<file path="config.mk">
export PLATFORM = sky130hd
export DESIGN_NAME = pvb_divider
export DESIGN_NICKNAME = d
export VERILOG_FILES = /design/src/hw/rtl/pvb_pkg.sv /design/src/hw/rtl/pvb_divider.sv
export SDC_FILE = /design/constraint.sdc
export NUM_CORES = 1
export LEC_CHECK = 0
export ABC_CLOCK_PERIOD_IN_PS = 3300
export BUFFER_PORTS_ARGS = -buffer_cell sky130_fd_sc_hd__buf_2
export CORE_ASPECT_RATIO = 0.7
export CORE_UTILIZATION = 45
export DETAILED_ROUTE_END_ITERATION = 12
export PLACE_DENSITY = 0.77
export SYNTH_ARGS = -nofsm -noshare
export SYNTH_HDL_FRONTEND = slang
export SYNTH_SLANG_ARGS = --single-unit
</file>
<file path="constraint.sdc">
create_clock -name clk -period 3.3 [get_ports clk]
set_input_delay 0.495 -clock clk [delete_from_list [all_inputs] [get_ports clk]]
set_output_delay 0.495 -clock clk [all_outputs]
set_load 0.02 [all_outputs]
</file>
<file path="src/hw/rtl/pvb_pkg.sv">
`timescale 1ns / 1ps
`default_nettype none

package pvb_pkg;

  localparam int SR_W      = 18;
  localparam int RATE_W    = 24;
  localparam int ATT_W     = 10;
  localparam int DEC_W     = 14;
  localparam int COUNT_W   = 5;
  localparam int DIV_NUM_W = 54;
  localparam int DIV_DEN_W = 32;

  localparam logic OP_TRIGGER = 1'b0;
  localparam logic OP_TICK    = 1'b1;

  localparam logic [29:0] INV_TWO_PI_Q32 = 30'd683565276;
  localparam logic [31:0] ONE_Q30        = 32'h4000_0000;
  localparam logic [23:0] ATTACK_MAX     = 24'hFF_FFFF;
  localparam logic [31:0] AMP_FLOOR      = 32'd4294967;
  localparam logic [31:0] SIN_C9         = 32'd172272;
  localparam logic [31:0] SIN_C7         = 32'd5026995;
  localparam logic [31:0] SIN_C5         = 32'd85569306;
  localparam logic [31:0] SIN_C3         = 32'd693598668;
  localparam logic [31:0] SIN_C1         = 32'd1686629713;

  // One voice entry as held in the state memory.
  typedef struct packed {
    logic [31:0] phase;
    logic [31:0] phase_step;
    logic [23:0] attack;
    logic [23:0] attack_step;
    logic [31:0] amplitude;
    logic [31:0] decay;
  } voice_t;

  // Horner coefficients after the ninth-order term, highest order first.
  function automatic logic [31:0] horner_coef(input logic [1:0] k);
    logic [31:0] c;
    case (k)
      2'd0:    c = SIN_C7;
      2'd1:    c = SIN_C5;
      2'd2:    c = SIN_C3;
      default: c = SIN_C1;
    endcase
    return c;
  endfunction

endpackage

`default_nettype wire

</file>
<file path="src/hw/rtl/pvb_divider.sv">
`timescale 1ns / 1ps
`default_nettype none

module pvb_divider (
  input  wire logic                           clk,
  input  wire logic                           rst,
  input  wire logic                           start,
  input  wire logic [pvb_pkg::DIV_NUM_W-1:0]  num,
  input  wire logic [pvb_pkg::DIV_DEN_W-1:0]  den,
  output logic                                busy,
  output logic                                done,
  output logic [pvb_pkg::DIV_NUM_W-1:0]       quo
);
  import pvb_pkg::*;

  localparam int CNT_W = $clog2(DIV_NUM_W + 1);

  logic [DIV_DEN_W-1:0] rem;
  logic [DIV_DEN_W-1:0] den_r;
  logic [CNT_W-1:0]     cnt;
  logic [DIV_DEN_W:0]   shifted;
  logic [DIV_DEN_W:0]   diff;
  logic                 ge;

  // restoring division, one quotient bit per cycle
  assign shifted = {rem, quo[DIV_NUM_W-1]};
  assign diff    = shifted - {1'b0, den_r};
  assign ge      = !diff[DIV_DEN_W];

  always_ff @(posedge clk) begin
    if (rst) begin
      busy <= 1'b0;
      done <= 1'b0;
      cnt  <= '0;
    end else begin
      done <= 1'b0;
      if (start) begin
        busy <= 1'b1;
        cnt  <= CNT_W'(DIV_NUM_W);
      end else if (busy) begin
        cnt <= cnt - 1'b1;
        if (cnt == CNT_W'(1)) begin
          busy <= 1'b0;
          done <= 1'b1;
        end
      end
    end
  end

  always_ff @(posedge clk) begin
    if (start) begin
      rem   <= '0;
      quo   <= num;
      den_r <= den;
    end else if (busy) begin
      rem <= ge ? diff[DIV_DEN_W-1:0] : shifted[DIV_DEN_W-1:0];
      quo <= {quo[DIV_NUM_W-2:0], ge};
    end
  end

endmodule

`default_nettype wire

</file>
==> results.sh, run 1 <==
export IMPL_arrival_ns=3.29
export IMPL_fin_crit_sh=0.922
export IMPL_firstDrtPassIters=5
export IMPL_clk_pin_slew_ns=0.06
export IMPL_maxCapViolations=0
export IMPL_synth_area_per_cell_um2=10.8
export IMPL_worst_setup_path_end_kind="register"
export IMPL_skew_ns=0.0134
export IMPL_hold_viol=0
export IMPL_crit_type="register to register"
export IMPL_hold_path_class="input pin to register"
export IMPL_p_per_area_nw_per_um2=564
export IMPL_die_y_um=106
export IMPL_drc_errors=0
export IMPL_p_clk_frac=0.394
export IMPL_power_frac_comb=0.198
export IMPL_synth_ff_type="edfxtp_1"
export IMPL_core_um2=14800
export IMPL_relSlewSlack=0.551
export IMPL_rsz0062_at_grt="no"
export IMPL_min_path_cells=1
export IMPL_clock_path_buffers=2
export IMPL_initial_core_util=0.465
export IMPL_rr_endpoint="rem[19]$_SDFFE_PP0P_"
export IMPL_root_buffer="clkbuf_16"
export IMPL_num_vias=5350
export IMPL_setup_viol=0
export IMPL_r2r_start="quo[53]$_DFFE_PP_"
export IMPL_num_io_pins=145
export IMPL_slowest_delay_ns=0.39
export IMPL_cts_tree="yes"
export IMPL_grt_pass1_vias=5152
export IMPL_track_usage=0.216
export IMPL_start_kind="register"
export IMPL_syn_inst=637
export IMPL_antenna_found_initial=0
export IMPL_fin_crit_ns=3.04
export IMPL_grt_max_degree=122
export IMPL_cts_max_level=4
export IMPL_insertedDiodeCount=0
export IMPL_slowest_stage="fa_1"
export IMPL_dpl_instance_area_um2=7770
export IMPL_postLayoutCellArea_um2=8380
export IMPL_power_total_mw=4.73
export IMPL_p_int_mw=3.37
export IMPL_drtIter0Drc=467
export IMPL_ys_types=66
export IMPL_ff2ff_path_depth=12
export IMPL_rows=37
export IMPL_gp_congestion=0.898
export IMPL_clk_latency_ns=0.41
export IMPL_min_to="den_r[4]$_DFFE_PP_"
export IMPL_ys_ff_latch=126
export IMPL_fp_dieArea_um2=15800
export IMPL_numCtsBuffers=17
export IMPL_power_leakage_nw=3.48
export IMPL_hold_start="den[4]"
export IMPL_crit_buf_inv=2
export IMPL_nets=900
export IMPL_hpwl_um=11400
export IMPL_grt_pass1_wl_um=26500
export IMPL_required_ns=3.55
export IMPL_drive_above_1_share=0.319
export IMPL_max_clock_freq_mhz=329
export IMPL_grt_overflow_total=0
export IMPL_worst_path_dominant_cell_family="compound AO/OA/AOI/OAI gates"
export IMPL_vias_per_cell=5.44
export IMPL_r2r_slack_ns=0.26
export IMPL_outcome="finished, final reports clean"
export IMPL_drv_slew=0
export IMPL_layoutNonFillerInstCount=984
export IMPL_p_seq_frac=0.408
export IMPL_cts_sinks=126
export IMPL_yosys_warnings=0
export IMPL_synth_edff_count=86
export IMPL_synthArstFlopShare=0
export IMPL_seq_area_frac_synth=0.491
export IMPL_wire_per_inst_um=16.4
export IMPL_p_sw_frac=0.288
export IMPL_dieWidth_um=150
export IMPL_synthesis_area_um2=6890
export IMPL_io_buffers=144
export IMPL_setup_tns_ns=0
export IMPL_postRouteWirelength_um=16100
export IMPL_synth_nets=761
export IMPL_antenna_left=0
export IMPL_crit_fanout=7
export IMPL_p_switching_mw=1.36
export IMPL_worstMarginPinSlew_ns=0.674
export IMPL_worstPathCellList="inv_1, ha_1, fa_1, nor2b_2, o31a_1, o21ai_2, a211oi_4, o211a_1, and2_1, buf_4, mux2i_1, a211oi_1"
export IMPL_max_vdd_ir_drop_v=0.000368
export IMPL_syn_to_final_growth_pct=21.6
export IMPL_dp_cells=951
==> sequential cells by signal, indices dropped and copies added (netlist names) <==
signal	cells
done	1
cnt	6
rem	32
busy	1
den_r	32
quo	54
==> worst max-delay path by stage <==
stage | startpoint | end | slack, ns | depth (start not counted)
2_1_floorplan | quo[53]$_DFFE_PP_ | rem[30]$_SDFFE_PP0P_ | 0.47 | 13
3_3_place_gp | quo[53]$_DFFE_PP_ | rem[6]$_SDFFE_PP0P_ | 0.32 | 13
3_5_place_dp | quo[53]$_DFFE_PP_ | rem[9]$_SDFFE_PP0P_ | 0.15 | 13
4_1_cts | quo[53]$_DFFE_PP_ | rem[12]$_SDFFE_PP0P_ | 0.14 | 13
5_1_grt | quo[53]$_DFFE_PP_ | rem[6]$_SDFFE_PP0P_ | 0.004 | 13
6_report | quo[53]$_DFFE_PP_ | rem[19]$_SDFFE_PP0P_ | 0.26 | 12
==> power groups by stage <==
stage,clock [mW],combinational [mW],sequential [mW]
6_report,1.86,0.936,1.93
5_1_grt,1.97,1.03,1.95
4_1_cts,1.90,0.927,1.93
3_5_place_dp,0,0.921,1.96
3_3_place_gp,0,0.910,1.96
2_1_floorplan,0,0.574,2.04
==> cells by family after synthesis <==
group / synth area share
flops: 0.491
fa+ha+maj: 0.0646
xor+xnor: 0.0368
mux: 0.101
buf+inv: 0.0488
compound gates: 0.158
simple gates: 0.0995
==> worst register-to-register path: stages, from the launching register on <==
cell and delay (ns):
edfxtp_1 0.38, inv_1 0.06, ha_1 0.22, fa_1 0.39, nor2b_2 0.16, o31a_1 0.23, o21ai_2 0.13, a211oi_4 0.33
o211a_1 0.26, and2_1 0.23, buf_4 0.22, mux2i_1 0.20, a211oi_1 0.09
==> cells in the final DEF, fill, tap and decap left out, types with 5 or more instances in the layout <==
| cell type | n |
|---|---|
| o21ai_0 | 24 |
| o21a_1 | 8 |
| a21o_1 | 9 |
| nor3_1 | 18 |
| dfxtp_1 | 39 |
| nor2b_1 | 5 |
| buf_4 | 9 |
| nand2_1 | 31 |
| mux2i_1 | 10 |
| xnor2_1 | 19 |
| mux2_2 | 53 |
| xor2_1 | 10 |
| edfxtp_1 | 86 |
| buf_2 | 143 |
| clkbuf_16 | 17 |
| inv_1 | 45 |
| nand4_1 | 9 |
| nand3_1 | 8 |
| a211oi_1 | 20 |
| a21oi_1 | 44 |
| ha_1 | 34 |
| nor2_1 | 56 |
==> per-layer routing <==
metal / track usage / wire, um / vias up
met4: 0.0635 / 261 / 0
met1: 0.316 / 7770 / 2539
met3: 0.0506 / 927 / 23
met2: 0.314 / 7140 / 151
li1: - / - / 2637
met5: 0 / 0 / -
==> Yosys cell counts (all sizes together) (4+ instances only) <==
cell    number  share of area
o21bai       4         0.0044
ha          34          0.062
o21ai       28          0.021
nor2        56          0.030
buf         13          0.013
nand2       33          0.018
a211oi      23          0.027
a21o        10          0.011
xor2        10          0.013
a311oi       4         0.0051
o21a         8         0.0087
nor2b        6         0.0054
and3         4         0.0036
a21oi       44          0.032
clkbuf      20          0.011
nor3        18          0.013
xnor2       19          0.024
mux2i       10          0.015
dfxtp       40           0.12
o31ai        4         0.0044
edfxtp      86           0.37
nand3        8         0.0058
nand4        9         0.0082
inv         45          0.025
mux2        53          0.087
==> what timing repair did <==
item | CTS | global route
gates resized for setup | 0 | 3
hold buffers | 0 | 0
endpoints found under the setup margin | 0 | 13
buffers inserted | 0 | 1
==> final cells by class <==
cell class              count  area, um2
multi-input cells         433       3190
fillers                  1282       6430
well taps                 195        244
clock inverters            14        160
clock buffers              18        429
flip-flops and latches    126       3380
inverters                  45        169
repair buffers            153        803
==> metrics by stage <==
step                      hold WS [ns]   util  worst slack [ns]
after global routing             0.241  0.566           0.00435
final                            0.252  0.566             0.259
after floorplan                  0.464      -             0.468
after global placement           0.482  0.524             0.317
after CTS                        0.238  0.564             0.136
after detailed placement         0.496  0.524             0.151
Note: power is estimated with default switching activity, not from simulation.
==> run 2, diff against run 1 <==
CORE_UTILIZATION = 43   (was 45)
CTS_CLUSTER_SIZE = 20   (was default)
PLACE_DENSITY = 0.74   (was 0.77)
==> run 2 against run 1 <==
Against the previous run:
- final area increased by 0.39%
- clock skew about the same
- clock power about the same
- hold slack got worse by 0.0044 ns
- global-route usage decreased by 1.4 points
- non-clock buffer count increased by 4
- die area increased by 4.6%
==> results.sh, run 2 (synthesis results as in run 1) <==
export IMPL_clock_path_buffers=2
export IMPL_r2r_start="quo[53]$_DFFE_PP_"
export IMPL_reg_top3="quo (54), den_r (32), rem (32)"
export IMPL_setup_tns_ns=0
export IMPL_power_leakage_nw=3.50
export IMPL_grt_pass1_wl_um=26200
export IMPL_drive_above_1_share=0.324
export IMPL_arrival_ns=3.37
export IMPL_grt_pass1_vias=5071
export IMPL_rr_endpoint="rem[30]$_SDFFE_PP0P_"
export IMPL_outcome="finished, final reports clean"
export IMPL_crit_fanout=4
export IMPL_worstPathCellList="inv_1, ha_1, fa_1, nor2b_1, o31a_1, o21ai_2, a211oi_4, nor2_1, o211ai_1, a311o_1, nand3_1, a311oi_1"
export IMPL_p_seq_frac=0.406
export IMPL_max_vdd_ir_drop_v=0.000307
export IMPL_p_per_area_nw_per_um2=564
export IMPL_antenna_found_initial=0
export IMPL_gp_congestion=0.840
export IMPL_worst_path_dominant_cell_family="compound AO/OA/AOI/OAI gates"
export IMPL_crit_buf_inv=1
export IMPL_worstMarginPinSlew_ns=0.676
export IMPL_clk_latency_ns=0.42
export IMPL_maxCapViolations=0
export IMPL_nets=904
export IMPL_num_vias=5365
export IMPL_wl_met2_um=6900
export IMPL_dieWidth_um=153
export IMPL_root_buffer="clkbuf_16"
export IMPL_fp_dieArea_um2=16600
export IMPL_max_clock_freq_mhz=328
export IMPL_cts_resized=0
export IMPL_cts_tree="yes"
export IMPL_fin_hold_ws_ns=0.248
export IMPL_grt_max_degree=68
export IMPL_numCtsBuffers=17
export IMPL_ff2ff_path_depth=12
export IMPL_final_common_cell="buf_2"
export IMPL_critical_path_cell_count=12
export IMPL_setup_viol=0
export IMPL_cts_max_level=4
export IMPL_regMostFlops="quo"
export IMPL_largest_reg_flops=54
export IMPL_drtIter0Drc=350
export IMPL_clk_pin_slew_ns=0.07
export IMPL_seq_area_um2=3380
export IMPL_post_cts_setup_buffers=0
export IMPL_cts_sinks=126
export IMPL_antenna_left=0
export IMPL_layoutNonFillerInstCount=993
export IMPL_die_y_um=108
export IMPL_p_sw_frac=0.299
export IMPL_maxUsedRoutingLayer="met4"
export IMPL_slowest_stage="fa_1"
export IMPL_crit_type="register to register"
export IMPL_syn_to_final_growth_pct=22.1
export IMPL_hold_viol=0
export IMPL_track_usage=0.201
export IMPL_multiInputGateArea_um2=3190
export IMPL_required_ns=3.62
export IMPL_p_switching_mw=1.42
export IMPL_drv_slew=0
export IMPL_hold_path_class="input pin to register"
export IMPL_fin_crit_sh=0.925
export IMPL_postLayoutCellArea_um2=8410
export IMPL_r2r_slack_ns=0.25
export IMPL_worst_setup_path_end_kind="register"
export IMPL_grt_overflow_total=0
export IMPL_skew_ns=0.0133
export IMPL_wl_met3_um=839
export IMPL_slowest_delay_ns=0.38
export IMPL_power_frac_comb=0.199
export IMPL_p_clk_frac=0.395
export IMPL_min_to="den_r[5]$_DFFE_PP_"
export IMPL_rsz0062_at_grt="no"
export IMPL_dpl_instance_area_um2=7810
export IMPL_io_buffers=144
export IMPL_rows=38
export IMPL_vias_per_cell=5.40
export IMPL_min_path_cells=1
export IMPL_layout_common_cells="buf_2, edfxtp_1, nor2_1, mux2_2, inv_1"
export IMPL_p_int_mw=3.33
export IMPL_start_kind="register"
export IMPL_relSlewSlack=0.549
export IMPL_postRouteWirelength_um=15900
export IMPL_wire_per_inst_um=16.0
export IMPL_dp_cells=961
export IMPL_fin_crit_ns=3.05
export IMPL_insertedDiodeCount=0
export IMPL_fillerInstances=1401
export IMPL_firstDrtPassIters=5
export IMPL_hold_buffers=0
export IMPL_hold_start="den[5]"
export IMPL_initial_core_util=0.442
export IMPL_num_io_pins=145
export IMPL_hpwl_um=11100
export IMPL_drc_errors=0
export IMPL_core_um2=15600
export IMPL_wl_met1_um=7930
run 2: how the worst max path moves through the flow:
stage,endpoint,slack (ns),start
floorplan,rem[30]$_SDFFE_PP0P_,0.47,quo[53]$_DFFE_PP_
global placement,rem[13]$_SDFFE_PP0P_,0.24,quo[53]$_DFFE_PP_
detailed placement,rem[13]$_SDFFE_PP0P_,0.11,quo[53]$_DFFE_PP_
CTS,rem[13]$_SDFFE_PP0P_,0.09,quo[53]$_DFFE_PP_
global route,rem[30]$_SDFFE_PP0P_,0.009,quo[53]$_DFFE_PP_
finish,rem[30]$_SDFFE_PP0P_,0.25,quo[53]$_DFFE_PP_
run 2: metrics by stage:
stage,util,power [mW],worst slack (ns)
floorplan,-,2.61,0.468
global placement,0.501,2.88,0.244
detailed placement,0.501,2.89,0.106
CTS,0.538,4.78,0.0896
global route,0.540,4.96,0.00950
finish,0.540,4.75,0.247
run 2: power by group through the flow:
stage	Combinational [mW]	Clock, mW	Sequential, mW
2_1_floorplan	0.574	0	2.04
3_3_place_gp	0.922	0	1.96
3_5_place_dp	0.929	0	1.96
4_1_cts	0.937	1.92	1.93
5_1_grt	1.03	1.98	1.95
6_report	0.945	1.88	1.93
run 2: final cells by class:
type	instances	share of cell area
clock buffer	18	0.0522
clock inverter	14	0.0171
inverter	45	0.0201
multi-input combinational	433	0.380
sequential	126	0.402
tap	200	0.0297
timing repair buffer	157	0.0990
run 2: worst reg2reg max path, delay by kind of cell, from the launching register on:
kind	cells	cell delay (ns)
AO/OA/AOI/OAI	6	1.54
adder cells (fa/ha/maj)	2	0.60
AND/OR/NAND/NOR	3	0.39
flip-flops	1	0.36
buffers and inverters	1	0.06
run 2: per-layer routing:
metal,track usage,vias to the layer above
li1,-,2640
met1,0.295,2541
met2,0.303,164
met3,0.0345,20
met4,0.0657,0
met5,0,-
==> run 3, diff against run 2 <==
ABC_AREA = 1   (was default)
MAX_ROUTING_LAYER = met4   (was default)
PLACE_DENSITY = 0.73   (was 0.74)
==> run 3 against run 2 <==
Against the previous run:
- global-route usage increased by 3.3 points
- critical path depth increased by 3
- critical path type unchanged
- combinational power decreased by 37%
- sequential power decreased by 3%
- clock power increased by 2%
- final area increased by 12%
- sequential share of layout area decreased by 4.4 points
==> results.sh, run 3 <==
export IMPL_p_seq_frac=0.427
export IMPL_firstDrtPassIters=6
export IMPL_largest_reg_flops=54
export IMPL_cts_tree="yes"
export IMPL_synth_ff_type="edfxtp_1"
export IMPL_synth_most_common_cell="nand2_1"
export IMPL_final_common_cell="nand2_1"
export IMPL_fp_dieArea_um2=18900
export IMPL_hpwl_um=15400
export IMPL_required_ns=3.46
export IMPL_synth_top_area_share=0.327
export IMPL_hold_viol=0
export IMPL_drtIter0Drc=621
export IMPL_fin_crit_sh=0.818
export IMPL_synth_nets=1264
export IMPL_crit_fanout=33
export IMPL_worst_path_dominant_cell_family="simple AND/OR/NAND/NOR gates"
export IMPL_dieWidth_um=164
export IMPL_cts_resized=0
export IMPL_start_kind="register"
export IMPL_worst_slack_ns=0.600
export IMPL_nets=1410
export IMPL_synthesis_area_um2=7900
export IMPL_p_switching_mw=1.29
export IMPL_layout_common_cells="nand2_1, inv_1, buf_2, edfxtp_1, nand3_1"
export IMPL_cts_max_level=4
export IMPL_drive_above_1_share=0.162
export IMPL_ff2ff_path_depth=15
export IMPL_vias_per_cell=4.80
export IMPL_p_clk_frac=0.437
export IMPL_postRouteWirelength_um=21000
export IMPL_synthArstFlopShare=0
export IMPL_synth_area_per_cell_um2=6.93
export IMPL_hold_path_class="input pin to register"
export IMPL_crit_buf_inv=2
export IMPL_skew_ns=0.00864
export IMPL_grt_overflow_total=0
export IMPL_fillerInstances=1770
export IMPL_grt_max_degree=56
export IMPL_io_buffers=144
export IMPL_num_io_pins=145
export IMPL_post_cts_setup_buffers=0
export IMPL_cts_sinks=126
export IMPL_grt_pass1_wl_um=33000
export IMPL_hold_buffers=0
export IMPL_maxCapViolations=0
export IMPL_synth_area_leader_cell="edfxtp_1"
export IMPL_yosys_warnings=0
export IMPL_root_buffer="clkbuf_16"
export IMPL_gp_congestion=0.938
export IMPL_rr_endpoint="quo[0]$_DFFE_PP_"
export IMPL_drv_slew=0
export IMPL_power_frac_comb=0.135
export IMPL_clk_pin_slew_ns=0.07
export IMPL_ys_types=35
export IMPL_crit_path_frequent_cell="nand2_2"
export IMPL_slowest_stage="fa_1"
export IMPL_antenna_left=0
export IMPL_syn_to_final_growth_pct=19.6
export IMPL_reg_top3="quo (54), den_r (32), rem (32)"
export IMPL_fin_crit_ns=2.70
export IMPL_core_um2=18000
export IMPL_drc_errors=0
export IMPL_num_vias=7369
export IMPL_power_leakage_nw=5.24
export IMPL_setup_viol=0
export IMPL_worstPathCellList="inv_1, ha_1, fa_1, inv_1, nand2_1, nand2_1, nand3_1, nand2_2, nand2_1, nand2_2, nand2_2, nand2_2, nand2_2, nand2_4, o21ai_0"
export IMPL_relSlewSlack=0.497
export IMPL_worst_setup_path_end_kind="register"
export IMPL_max_vdd_ir_drop_v=0.000315
export IMPL_wire_per_inst_um=13.7
export IMPL_grt_pass1_vias=6549
export IMPL_regMostFlops="quo"
export IMPL_crit_type="register to register"
export IMPL_worstMarginPinSlew_ns=0.749
export IMPL_slowest_delay_ns=0.42
export IMPL_p_int_mw=3.09
export IMPL_outcome="finished, final reports clean"
export IMPL_seq_area_frac_synth=0.428
export IMPL_numCtsBuffers=17
export IMPL_arrival_ns=2.86
export IMPL_antenna_found_initial=0
export IMPL_track_usage=0.234
export IMPL_ys_ff_latch=126
export IMPL_die_y_um=115
export IMPL_r2r_start="quo[53]$_DFFE_PP_"
export IMPL_pre_cts_ws_ns=0.679
export IMPL_p_per_area_nw_per_um2=464
export IMPL_clk_latency_ns=0.43
export IMPL_p_sw_frac=0.294
export IMPL_min_path_cells=1
export IMPL_rsz0062_at_grt="no"
export IMPL_yosys_top_cells_count="nand2_1, inv_1, edfxtp_1, nand3_1, nor2_1"
export IMPL_synth_area_leaders="edfxtp_1, nand2_1, inv_1"
export IMPL_setup_tns_ns=0
export IMPL_rows=41
export IMPL_min_to="den_r[5]$_DFFE_PP_"
export IMPL_syn_inst=1140
export IMPL_hold_start="den[5]"
export IMPL_r2r_slack_ns=0.60
export IMPL_insertedDiodeCount=0
export IMPL_synth_edff_count=86
export IMPL_clock_path_buffers=2
export IMPL_initial_core_util=0.439
export IMPL_max_clock_freq_mhz=370
run 3: logic make-up (layout without fill, tap and decap cells):
| logic type | Yosys count | in the layout | synth area share |
|---|---|---|---|
| simple gates | 682 | 682 | 0.350 |
| buf+inv | 248 | 407 | 0.125 |
| flops | 126 | 126 | 0.428 |
| fa+ha+maj | 35 | 35 | 0.0564 |
| compound gates | 32 | 32 | 0.0217 |
| xor+xnor | 17 | 17 | 0.0188 |
run 3: stage by stage:
stage                util  instances  total power, mW  hold WS (ns)  cell area, um2
global route        0.525       1535             4.55         0.217            9450
CTS                 0.525       1535             4.41         0.223            9450
finish              0.525       1535             4.38         0.234            9450
detailed placement  0.492       1503             2.49         0.464            8850
global placement    0.492       1503             2.48         0.463            8850
floorplan               -       1140             2.26         0.447            7900
run 3: layer usage:
metal  track usage  vias up  wire, um
met4        0.0549        0       161
met2         0.338      227      9230
met1         0.333     3393     10300
met3        0.0497       12      1360
met5             -        -         0
li1              -     3737         -
run 3: final cells by class:
type / count / area [um2] / area share
well taps: 236 / 295 / 0.0313
repair buffers: 151 / 801 / 0.0848
clock inverters: 15 / 169 / 0.0179
inverters: 224 / 841 / 0.0890
multi-input cells: 766 / 3530 / 0.374
clock buffers: 17 / 425 / 0.0450
flip-flops and latches: 126 / 3380 / 0.358
run 3: power groups by stage:
| stage | registers [mW] | clock network, mW | logic [mW] |
|---|---|---|---|
| after CTS | 1.87 | 1.94 | 0.592 |
| after global placement | 1.90 | 0 | 0.579 |
| after global routing | 1.88 | 2.01 | 0.656 |
| final | 1.87 | 1.92 | 0.594 |
| after detailed placement | 1.90 | 0 | 0.588 |
| after floorplan | 1.99 | 0 | 0.277 |
run 3: worst max-delay path by stage:
stage                 startpoint                    to  slack [ns]  cells past startpoint
2_1_floorplan              start      quo[0]$_DFFE_PP_        0.82                      4
3_3_place_gp   quo[53]$_DFFE_PP_      quo[0]$_DFFE_PP_        0.79                     15
3_5_place_dp   quo[53]$_DFFE_PP_      quo[0]$_DFFE_PP_        0.68                     15
4_1_cts        quo[53]$_DFFE_PP_      quo[0]$_DFFE_PP_        0.66                     15
5_1_grt        quo[53]$_DFFE_PP_  rem[14]$_SDFFE_PP0P_        0.44                     17
6_report       quo[53]$_DFFE_PP_      quo[0]$_DFFE_PP_        0.60                     15
